--- src/design/encoder_speed_p_controller_top_assert.svh ---
// Assertion macros used by the speed controller top level.
`ifndef ENCODER_SPEED_P_CONTROLLER_TOP_ASSERT_SVH
`define ENCODER_SPEED_P_CONTROLLER_TOP_ASSERT_SVH

// The consequent must hold in the same cycle as the antecedent.
`define ESP_ASSERT_NOW(label, clk, rst, ante, cons, msg) \
   label: assert property (@(posedge clk) disable iff (rst) (ante) |-> (cons)) \
      else $error(msg);

// The consequent must hold in the cycle after the antecedent.
`define ESP_ASSERT_NEXT(label, clk, rst, ante, cons, msg) \
   label: assert property (@(posedge clk) disable iff (rst) (ante) |=> (cons)) \
      else $error(msg);

`endif

--- src/design/esp_pkg.sv ---
// Types, codes and constants of the encoder speed controller.
package esp_pkg;

   localparam logic [1:0] OP_EDGE   = 2'd0;
   localparam logic [1:0] OP_TICK   = 2'd1;
   localparam logic [1:0] OP_BUTTON = 2'd2;

   localparam logic [1:0] CSR_SETPOINT = 2'd0;
   localparam logic [1:0] CSR_KP       = 2'd1;
   localparam logic [1:0] CSR_SCALE    = 2'd2;
   localparam logic [1:0] CSR_RANGE    = 2'd3;

   localparam logic signed [15:0] SETPOINT_RESET = 16'sd461;
   localparam logic [15:0]        KP_RESET       = 16'd256;
   localparam logic [15:0]        SCALE_RESET    = 16'd2402;
   localparam logic [9:0]         RANGE_RESET    = 10'd100;

   localparam int MUL_A_W = 25;
   localparam int MUL_B_W = 17;
   localparam int MUL_P_W = MUL_A_W + MUL_B_W;

   typedef struct packed {
      logic [1:0] op;
      logic       b_level;
      logic       button_level;
   } esp_req_type;

   typedef struct packed {
      logic [9:0]         duty;
      logic               direction;
      logic               enabled;
      logic signed [15:0] measured_speed;
      logic signed [23:0] speed_error;
      logic signed [23:0] drive;
   } esp_rsp_type;

   typedef enum logic [2:0] {
      ST_IDLE,
      ST_SPEED,
      ST_GAIN,
      ST_DRIVE,
      ST_SCALE,
      ST_DUTY,
      ST_DONE
   } esp_state_type;

   typedef struct packed {
      logic busy;
      logic speed_en;
      logic mul_scale;
      logic drive_en;
      logic duty_en;
      logic rsp_load;
   } esp_ctrl_type;

endpackage

--- src/design/encoder_speed_p_controller_top.sv ---
// Top level of the encoder speed controller: state, datapath and ports.
//
//   Channel | Handshake           | Beat
//   --------+---------------------+-------------------------------------------
//   req     | req_valid/req_stall | op, b_level, button_level
//   rsp     | rsp_valid/rsp_stall | duty, direction, enabled, speed, error, drive
//   csr     | csr_valid/csr_ready | csr_index, csr_wdata (always ready)
//
// An encoder edge, a non-toggling button sample or an unused op goes to done;
// a sample tick steps through speed, gain, drive, scale and duty, and a toggling
// press skips speed; the two passes through the shared multiplier are gain and scale.
// Reset is synchronous, restores the default gains and clears all state but the response data.
// A result waits in the output register while the next beat is accepted; only
// the final load waits for rsp_stall to fall.
module encoder_speed_p_controller_top (
   input  logic                 clock,
   input  logic                 reset,
   input  logic                 req_valid,
   output logic                 req_stall,
   input  esp_pkg::esp_req_type req_data,
   output logic                 rsp_valid,
   input  logic                 rsp_stall,
   output esp_pkg::esp_rsp_type rsp_data,
   input  logic                 csr_valid,
   output logic                 csr_ready,
   input  logic [1:0]           csr_index,
   input  logic [15:0]          csr_wdata
);

   `include "encoder_speed_p_controller_top_assert.svh"

   esp_pkg::esp_ctrl_type ctrl;

   logic signed [15:0] setpoint_ff;
   logic [15:0]        kp_ff;
   logic [15:0]        scale_ff;
   logic [9:0]         range_ff;

   logic [31:0]        pos_ff, pos_in;
   logic [31:0]        last_ff;
   logic               enable_ff, enable_in;
   logic               press_ff, press_in;
   logic signed [15:0] speed_ff, speed_in;
   logic signed [23:0] error_ff, error_in;
   logic signed [23:0] drive_ff, drive_in;
   logic [9:0]         duty_ff, duty_in;

   logic                 rsp_valid_ff, rsp_valid_in;
   esp_pkg::esp_rsp_type rsp_data_ff;

   logic signed [esp_pkg::MUL_P_W-1:0] prod;

   logic        accept;
   logic        toggle;
   logic        rsp_free;
   logic signed [31:0] diff;
   logic signed [25:0] err_wide;
   logic signed [33:0] gain_term;
   logic signed [34:0] drive_sum;
   logic [23:0] drive_mag;
   logic [23:0] duty_raw;

   assign accept    = req_valid && !req_stall;
   assign req_stall = ctrl.busy;
   assign csr_ready = 1'b1;
   assign rsp_free  = !rsp_valid_ff || !rsp_stall;
   assign toggle    = req_data.button_level && !press_ff;

   esp_seq u_seq (
      .clock    (clock),
      .reset    (reset),
      .start    (accept),
      .op       (req_data.op),
      .toggle   (toggle),
      .rsp_free (rsp_free),
      .ctrl     (ctrl)
   );

   esp_mul u_mul (
      .clock     (clock),
      .sel_scale (ctrl.mul_scale),
      .error_q8  (error_ff),
      .kp_q8     (kp_ff),
      .drive_mag (drive_mag),
      .scale_q16 (scale_ff),
      .prod_ff   (prod)
   );

   // Encoder edges and button samples are handled on the accepting edge.
   always_comb begin
      pos_in    = pos_ff;
      enable_in = enable_ff;
      press_in  = press_ff;
      if (accept) begin
         if (req_data.op == esp_pkg::OP_EDGE) begin
            pos_in = req_data.b_level ? pos_ff + 32'd1 : pos_ff - 32'd1;
         end else if (req_data.op == esp_pkg::OP_BUTTON) begin
            if (toggle) begin
               enable_in = !enable_ff;
               press_in  = 1'b1;
            end else if (press_ff && !req_data.button_level) begin
               press_in = 1'b0;
            end
         end
      end
   end

   // Window speed and error; the count difference wraps modulo 2^32.
   always_comb begin
      diff = $signed(pos_ff - last_ff);
      if (diff > 32'sd32767) begin
         speed_in = 16'sh7fff;
      end else if (diff < -32'sd32768) begin
         speed_in = 16'sh8000;
      end else begin
         speed_in = diff[15:0];
      end
      err_wide = 26'(setpoint_ff) - (26'(speed_in) <<< 8);
      if (err_wide > 26'sd8388607) begin
         error_in = 24'sh7fffff;
      end else if (err_wide < -26'sd8388608) begin
         error_in = 24'sh800000;
      end else begin
         error_in = err_wide[23:0];
      end
   end

   // Dropping the low eight bits floors the gain product towards minus infinity.
   always_comb begin
      gain_term = prod[esp_pkg::MUL_P_W-1:8];
      drive_sum = 35'(setpoint_ff) + 35'(gain_term);
      if (!enable_ff) begin
         drive_in = '0;
      end else if (drive_sum > 35'sd8388607) begin
         drive_in = 24'sh7fffff;
      end else if (drive_sum < -35'sd8388608) begin
         drive_in = 24'sh800000;
      end else begin
         drive_in = drive_sum[23:0];
      end
   end

   assign drive_mag = drive_ff[23] ? (~drive_ff + 24'd1) : drive_ff;

   // The scale product is never negative, so its upper bits are the duty.
   always_comb begin
      duty_raw = prod[39:16];
      if (duty_raw > {14'd0, range_ff}) begin
         duty_in = range_ff;
      end else begin
         duty_in = duty_raw[9:0];
      end
   end

   always_comb begin
      rsp_valid_in = rsp_valid_ff && rsp_stall;
      if (ctrl.rsp_load) begin
         rsp_valid_in = 1'b1;
      end
   end

   always_ff @(posedge clock) begin
      if (reset) begin
         setpoint_ff  <= esp_pkg::SETPOINT_RESET;
         kp_ff        <= esp_pkg::KP_RESET;
         scale_ff     <= esp_pkg::SCALE_RESET;
         range_ff     <= esp_pkg::RANGE_RESET;
         pos_ff       <= '0;
         last_ff      <= '0;
         enable_ff    <= 1'b0;
         press_ff     <= 1'b0;
         speed_ff     <= '0;
         error_ff     <= '0;
         drive_ff     <= '0;
         duty_ff      <= '0;
         rsp_valid_ff <= 1'b0;
      end else begin
         if (csr_valid && csr_ready) begin
            case (csr_index)
               esp_pkg::CSR_SETPOINT: setpoint_ff <= $signed(csr_wdata);
               esp_pkg::CSR_KP:       kp_ff       <= csr_wdata;
               esp_pkg::CSR_SCALE:    scale_ff    <= csr_wdata;
               esp_pkg::CSR_RANGE:    range_ff    <= csr_wdata[9:0];
               default:               kp_ff       <= kp_ff;
            endcase
         end
         pos_ff       <= pos_in;
         enable_ff    <= enable_in;
         press_ff     <= press_in;
         rsp_valid_ff <= rsp_valid_in;
         if (ctrl.speed_en) begin
            last_ff  <= pos_ff;
            speed_ff <= speed_in;
            error_ff <= error_in;
         end
         if (ctrl.drive_en) begin
            drive_ff <= drive_in;
         end
         if (ctrl.duty_en) begin
            duty_ff <= duty_in;
         end
      end
   end

   always_ff @(posedge clock) begin
      if (ctrl.rsp_load) begin
         rsp_data_ff.duty           <= duty_ff;
         rsp_data_ff.direction      <= !(drive_ff > 24'sd0);
         rsp_data_ff.enabled        <= enable_ff;
         rsp_data_ff.measured_speed <= speed_ff;
         rsp_data_ff.speed_error    <= error_ff;
         rsp_data_ff.drive          <= drive_ff;
      end
   end

   assign rsp_valid = rsp_valid_ff;
   assign rsp_data  = rsp_data_ff;

   `ESP_ASSERT_NEXT(a_duty_limit, clock, reset, ctrl.duty_en, duty_ff <= range_ff, "duty above PWM range")
   `ESP_ASSERT_NEXT(a_drive_off, clock, reset, ctrl.drive_en && !enable_ff, drive_ff == 24'sd0, "drive not zero while disabled")
   `ESP_ASSERT_NEXT(a_window_mark, clock, reset, ctrl.speed_en, last_ff == pos_ff, "window mark not taken at tick")
   `ESP_ASSERT_NOW(a_no_overwrite, clock, reset, ctrl.rsp_load, !(rsp_valid_ff && rsp_stall), "result overwritten while stalled")

endmodule

--- src/design/esp_mul.sv ---
// Shared signed multiplier with operand selection and a registered product.
module esp_mul (
   input  logic                                  clock,
   input  logic                                  sel_scale,
   input  logic signed [23:0]                    error_q8,
   input  logic [15:0]                           kp_q8,
   input  logic [23:0]                           drive_mag,
   input  logic [15:0]                           scale_q16,
   output logic signed [esp_pkg::MUL_P_W-1:0]    prod_ff
);

   logic signed [esp_pkg::MUL_A_W-1:0] a_sel;
   logic signed [esp_pkg::MUL_B_W-1:0] b_sel;
   logic signed [esp_pkg::MUL_P_W-1:0] prod_in;

   always_comb begin
      if (sel_scale) begin
         a_sel = $signed({1'b0, drive_mag});
         b_sel = $signed({1'b0, scale_q16});
      end else begin
         a_sel = $signed({error_q8[23], error_q8});
         b_sel = $signed({1'b0, kp_q8});
      end
      prod_in = esp_pkg::MUL_P_W'(a_sel) * esp_pkg::MUL_P_W'(b_sel);
   end

   always_ff @(posedge clock) begin
      prod_ff <= prod_in;
   end

endmodule

--- src/design/esp_seq.sv ---
// Sequencer that steps one item through the shared multiplier.
module esp_seq (
   input  logic                  clock,
   input  logic                  reset,
   input  logic                  start,
   input  logic [1:0]            op,
   input  logic                  toggle,
   input  logic                  rsp_free,
   output esp_pkg::esp_ctrl_type ctrl
);

   esp_pkg::esp_state_type state_ff;
   esp_pkg::esp_state_type state_in;

   always_comb begin
      state_in = state_ff;
      case (state_ff)
         esp_pkg::ST_IDLE: begin
            if (start) begin
               if (op == esp_pkg::OP_TICK) begin
                  state_in = esp_pkg::ST_SPEED;
               end else if (op == esp_pkg::OP_BUTTON && toggle) begin
                  state_in = esp_pkg::ST_GAIN;
               end else begin
                  state_in = esp_pkg::ST_DONE;
               end
            end
         end
         esp_pkg::ST_SPEED: state_in = esp_pkg::ST_GAIN;
         esp_pkg::ST_GAIN:  state_in = esp_pkg::ST_DRIVE;
         esp_pkg::ST_DRIVE: state_in = esp_pkg::ST_SCALE;
         esp_pkg::ST_SCALE: state_in = esp_pkg::ST_DUTY;
         esp_pkg::ST_DUTY:  state_in = esp_pkg::ST_DONE;
         esp_pkg::ST_DONE: begin
            if (rsp_free) begin
               state_in = esp_pkg::ST_IDLE;
            end
         end
         default: state_in = esp_pkg::ST_IDLE;
      endcase
   end

   always_comb begin
      ctrl           = '0;
      ctrl.busy      = 1'b1;
      case (state_ff)
         esp_pkg::ST_IDLE:  ctrl.busy      = 1'b0;
         esp_pkg::ST_SPEED: ctrl.speed_en  = 1'b1;
         esp_pkg::ST_GAIN:  ctrl.mul_scale = 1'b0;
         esp_pkg::ST_DRIVE: ctrl.drive_en  = 1'b1;
         esp_pkg::ST_SCALE: ctrl.mul_scale = 1'b1;
         esp_pkg::ST_DUTY:  ctrl.duty_en   = 1'b1;
         esp_pkg::ST_DONE:  ctrl.rsp_load  = rsp_free;
         default:           ctrl.busy      = 1'b1;
      endcase
   end

   always_ff @(posedge clock) begin
      if (reset) begin
         state_ff <= esp_pkg::ST_IDLE;
      end else begin
         state_ff <= state_in;
      end
   end

endmodule

--- config.mk ---
export PLATFORM = sky130hd
export DESIGN_NAME = encoder_speed_p_controller_top
export DESIGN_NICKNAME = d
export VERILOG_FILES = /design/src/design/esp_pkg.sv /design/src/design/encoder_speed_p_controller_top.sv /design/src/design/esp_mul.sv /design/src/design/esp_seq.sv
export VERILOG_INCLUDE_DIRS = /design/src /design/src/design
export SDC_FILE = /design/constraint.sdc
export NUM_CORES = 2
export LEC_CHECK = 0
export ABC_AREA = 0
export BUFFER_PORTS_ARGS = -buffer_cell sky130_fd_sc_hd__buf_2
export CAP_MARGIN = 25
export CORE_MARGIN = 10
export CORE_UTILIZATION = 30
export DETAILED_ROUTE_END_ITERATION = 7
export SLEW_MARGIN = 0
export SYNTH_ARGS = -nofsm -noshare
export SYNTH_HDL_FRONTEND = slang
export SYNTH_HIERARCHICAL = 1
export SYNTH_SLANG_ARGS = --single-unit
--- constraint.sdc ---
create_clock -name clock -period 18.3 [get_ports clock]
set_clock_uncertainty 0.05 [all_clocks]
set_input_delay 3.66 -clock clock [delete_from_list [all_inputs] [get_ports clock]]
set_output_delay 3.66 -clock clock [all_outputs]
set_load 0.01 [all_outputs]
==> run_results.csv <==
group,metric,value,unit
run_status,status,"complete, no violations",
sta,tns,0,ps
floorplan,dieArea,123000,um2
cells_and_area,layout_common_cells,"inv_1, nand2_1, fa_1",
cells_and_area,nets,4382,
floorplan,pin_count,106,
drt,dr_total_vias,26400,
cts,cts.htree.levels,2,
sta,finalHoldViolations,0,
setup_path,r2r.worst_path.cells,28,
pwr,peakVddDrop,0.145,mV
cts,cts_hold_buf,0,
place,postPlaceCellArea,34700,um2
floorplan,die_y,351,um
sta,period_share,49.9,%
drt,vias_per_cell,5.10,
hold_path,min_to,"rsp_data[70]",
pwr,power_density,115,nW/um2
cells_and_area,fin_area,35900,um2
cts,clkSinkCount,312,
pwr,power.leakage,15.8,nW
sta,max_freq,110,MHz
cells_and_area,fillers,11300,
floorplan,num_rows,121,
yosys,synth_nets,4359,
global_routing,grt_util_all_layers,16.3,%
cts,cts_tree,"done",
cells_and_area,final_common_cell,"inv_1",
place,dp.cells,5107,
cts,postCtsSetupRepairBufs,0,
sta,tightest_slew,1120,ps
cts,cts_root_buf,"clkbuf_16",
setup_path,critPathKind,"register to register",
cells_and_area,drive_gt1_share,8.19,%
sta,rsz0062_at_grt,"no",
sta,fin_crit,9130,ps
cells_and_area,stdcell_count,5176,
cts,ctsResizeCount,0,
setup_path,r2r_start,"drive_ff[0]",
drt,postRouteAntennaNets,0,
drt,drc,0,
setup_path,critical-path-top-delay-family,"adder cells",
cells_and_area,fin_util,33.0,%
setup_path,arrival,9570,ps
cts,insertion_delay,560,ps
cells_and_area,area.growth.synth_to_final,9.54,%
hold_path,hold_path_class,"register to register",
hold_path,holdPathStages,0,
floorplan,core_area,109000,um2
sta,max_slew_margin,23.0,%
flow_run,cap_viol_max_count,0,
global_routing,grt_overflow,0,
setup_path,crit_top_cell,"fa_1",
floorplan,initial_core_util,30.2,%
cts,clockBufferDepth,3,
global_routing,grt_pass1_vias,26100,
place,finalWeightedCongestion,0.920,
global_routing,antenna_found_initial,20,
yosys,syn_area,32800,um2
setup_path,worstPathMaxFanout,7,
hold_path,hold_start,"duty_ff[4]",
drt,wl_per_cell,19.5,um
floorplan,die_w,351,um
setup_path,r2r_slack,9170,ps
setup_path,setup.worst_path.end_class,"register",
setup_path,cp_num_buf_inv,5,
place,port_buffers,104,
sta,slew_violations,0,
pwr,power,0.00415,W
setup_path,required,18740,ps
yosys,syn-instance-count,3711,
cts,cts_buffers,36,
setup_path,cpMaxStageDelayCell,"a221oi_1",
setup_path,critPathMaxStageDelay,820,ps
setup_path,start_kind,"register",
drt,wl,101,mm
drt,first_iter_violations,2023,
setup_path,regToRegEndpoint,"u_mul/prod_ff[39]",
cts,path_clk_slew,60,ps
place,hpwl,80.3,mm
yosys,yosys_warnings,6,
yosys,avgSynthCellArea,8.84,um2
drt,drt_pass1_iterations,7,
global_routing,grt_max_degree,73,
global_routing,grt_pass1_wl,157,mm
sta,finalSetupViolations,0,
[report_power, final]
group	switching, W	internal [W]	total, W	leakage (nW)
Combinational	0.00157	0.000958	0.00252	12.6
Clock	0.000315	0.000402	0.000717	0.561
Sequential	0.000109	0.000796	0.000906	2.64
[how the worst max path moves through the flow]
stage | from | end | slack [ps] | cells past startpoint
final | drive_ff[0] | u_mul/prod_ff[39] | 9170 | 28
after global routing | drive_ff[0] | u_mul/prod_ff[39] | 8730 | 28
after CTS | drive_ff[0] | u_mul/prod_ff[39] | 9290 | 28
after detailed placement | drive_ff[0] | u_mul/prod_ff[39] | 9350 | 28
after global placement | drive_ff[0] | u_mul/prod_ff[39] | 9540 | 28
after floorplan | drive_ff[0] | u_mul/prod_ff[39] | 10290 | 30
[per-layer routing]
metal / global-route usage [%] / up-vias / share of wire (%) / routed length (um)
li1: - / 12300 / - / -
met4: 5.24 / 26 / 3.4 / 3440
met2: 25.4 / 914 / 44 / 44500
met5: 0 / - / 0.16 / 163
met3: 4.09 / 202 / 8.7 / 8780
met1: 22.0 / 12900 / 44 / 43900
[final cells by class]
cell class | count | area [um2] | area share [%]
antenna | 1 | 2.50 | 0.00697
sequential | 312 | 7010 | 19.5
inverter | 576 | 2160 | 6.02
multi-input combinational | 2668 | 23000 | 64.0
tap | 1414 | 1770 | 4.93
clock inverter | 18 | 138 | 0.383
timing repair buffer | 140 | 840 | 2.34
clock buffer | 47 | 997 | 2.78
[per-stage QoR]
stage | setup slack (ps) | hold slack [ps]
after global placement | 9540 | 365
after floorplan | 10290 | 359
final | 9170 | 383
after detailed placement | 9350 | 376
after CTS | 9290 | 386
after global routing | 8730 | 395
[worst register-to-register path: cells and delay by family, from the launching register on]
kind,cells,cell delay (ps)
xor gates and xnor gates,1,120
buffers and inverters,5,290
and+or+nand+nor,9,2430
AOI/OAI and AO/OA,4,1610
DFF,1,380
muxes,1,510
adders and majority gates,8,3670
[registers in the layout (all words and copies together) (netlist names), 24 cells and up]
register and count:
u_mul/prod_ff 34, drive_ff 24, error_ff 24, last_ff 32, pos_ff 32, rsp_data 76
Note: power is estimated with default switching activity, not from simulation.
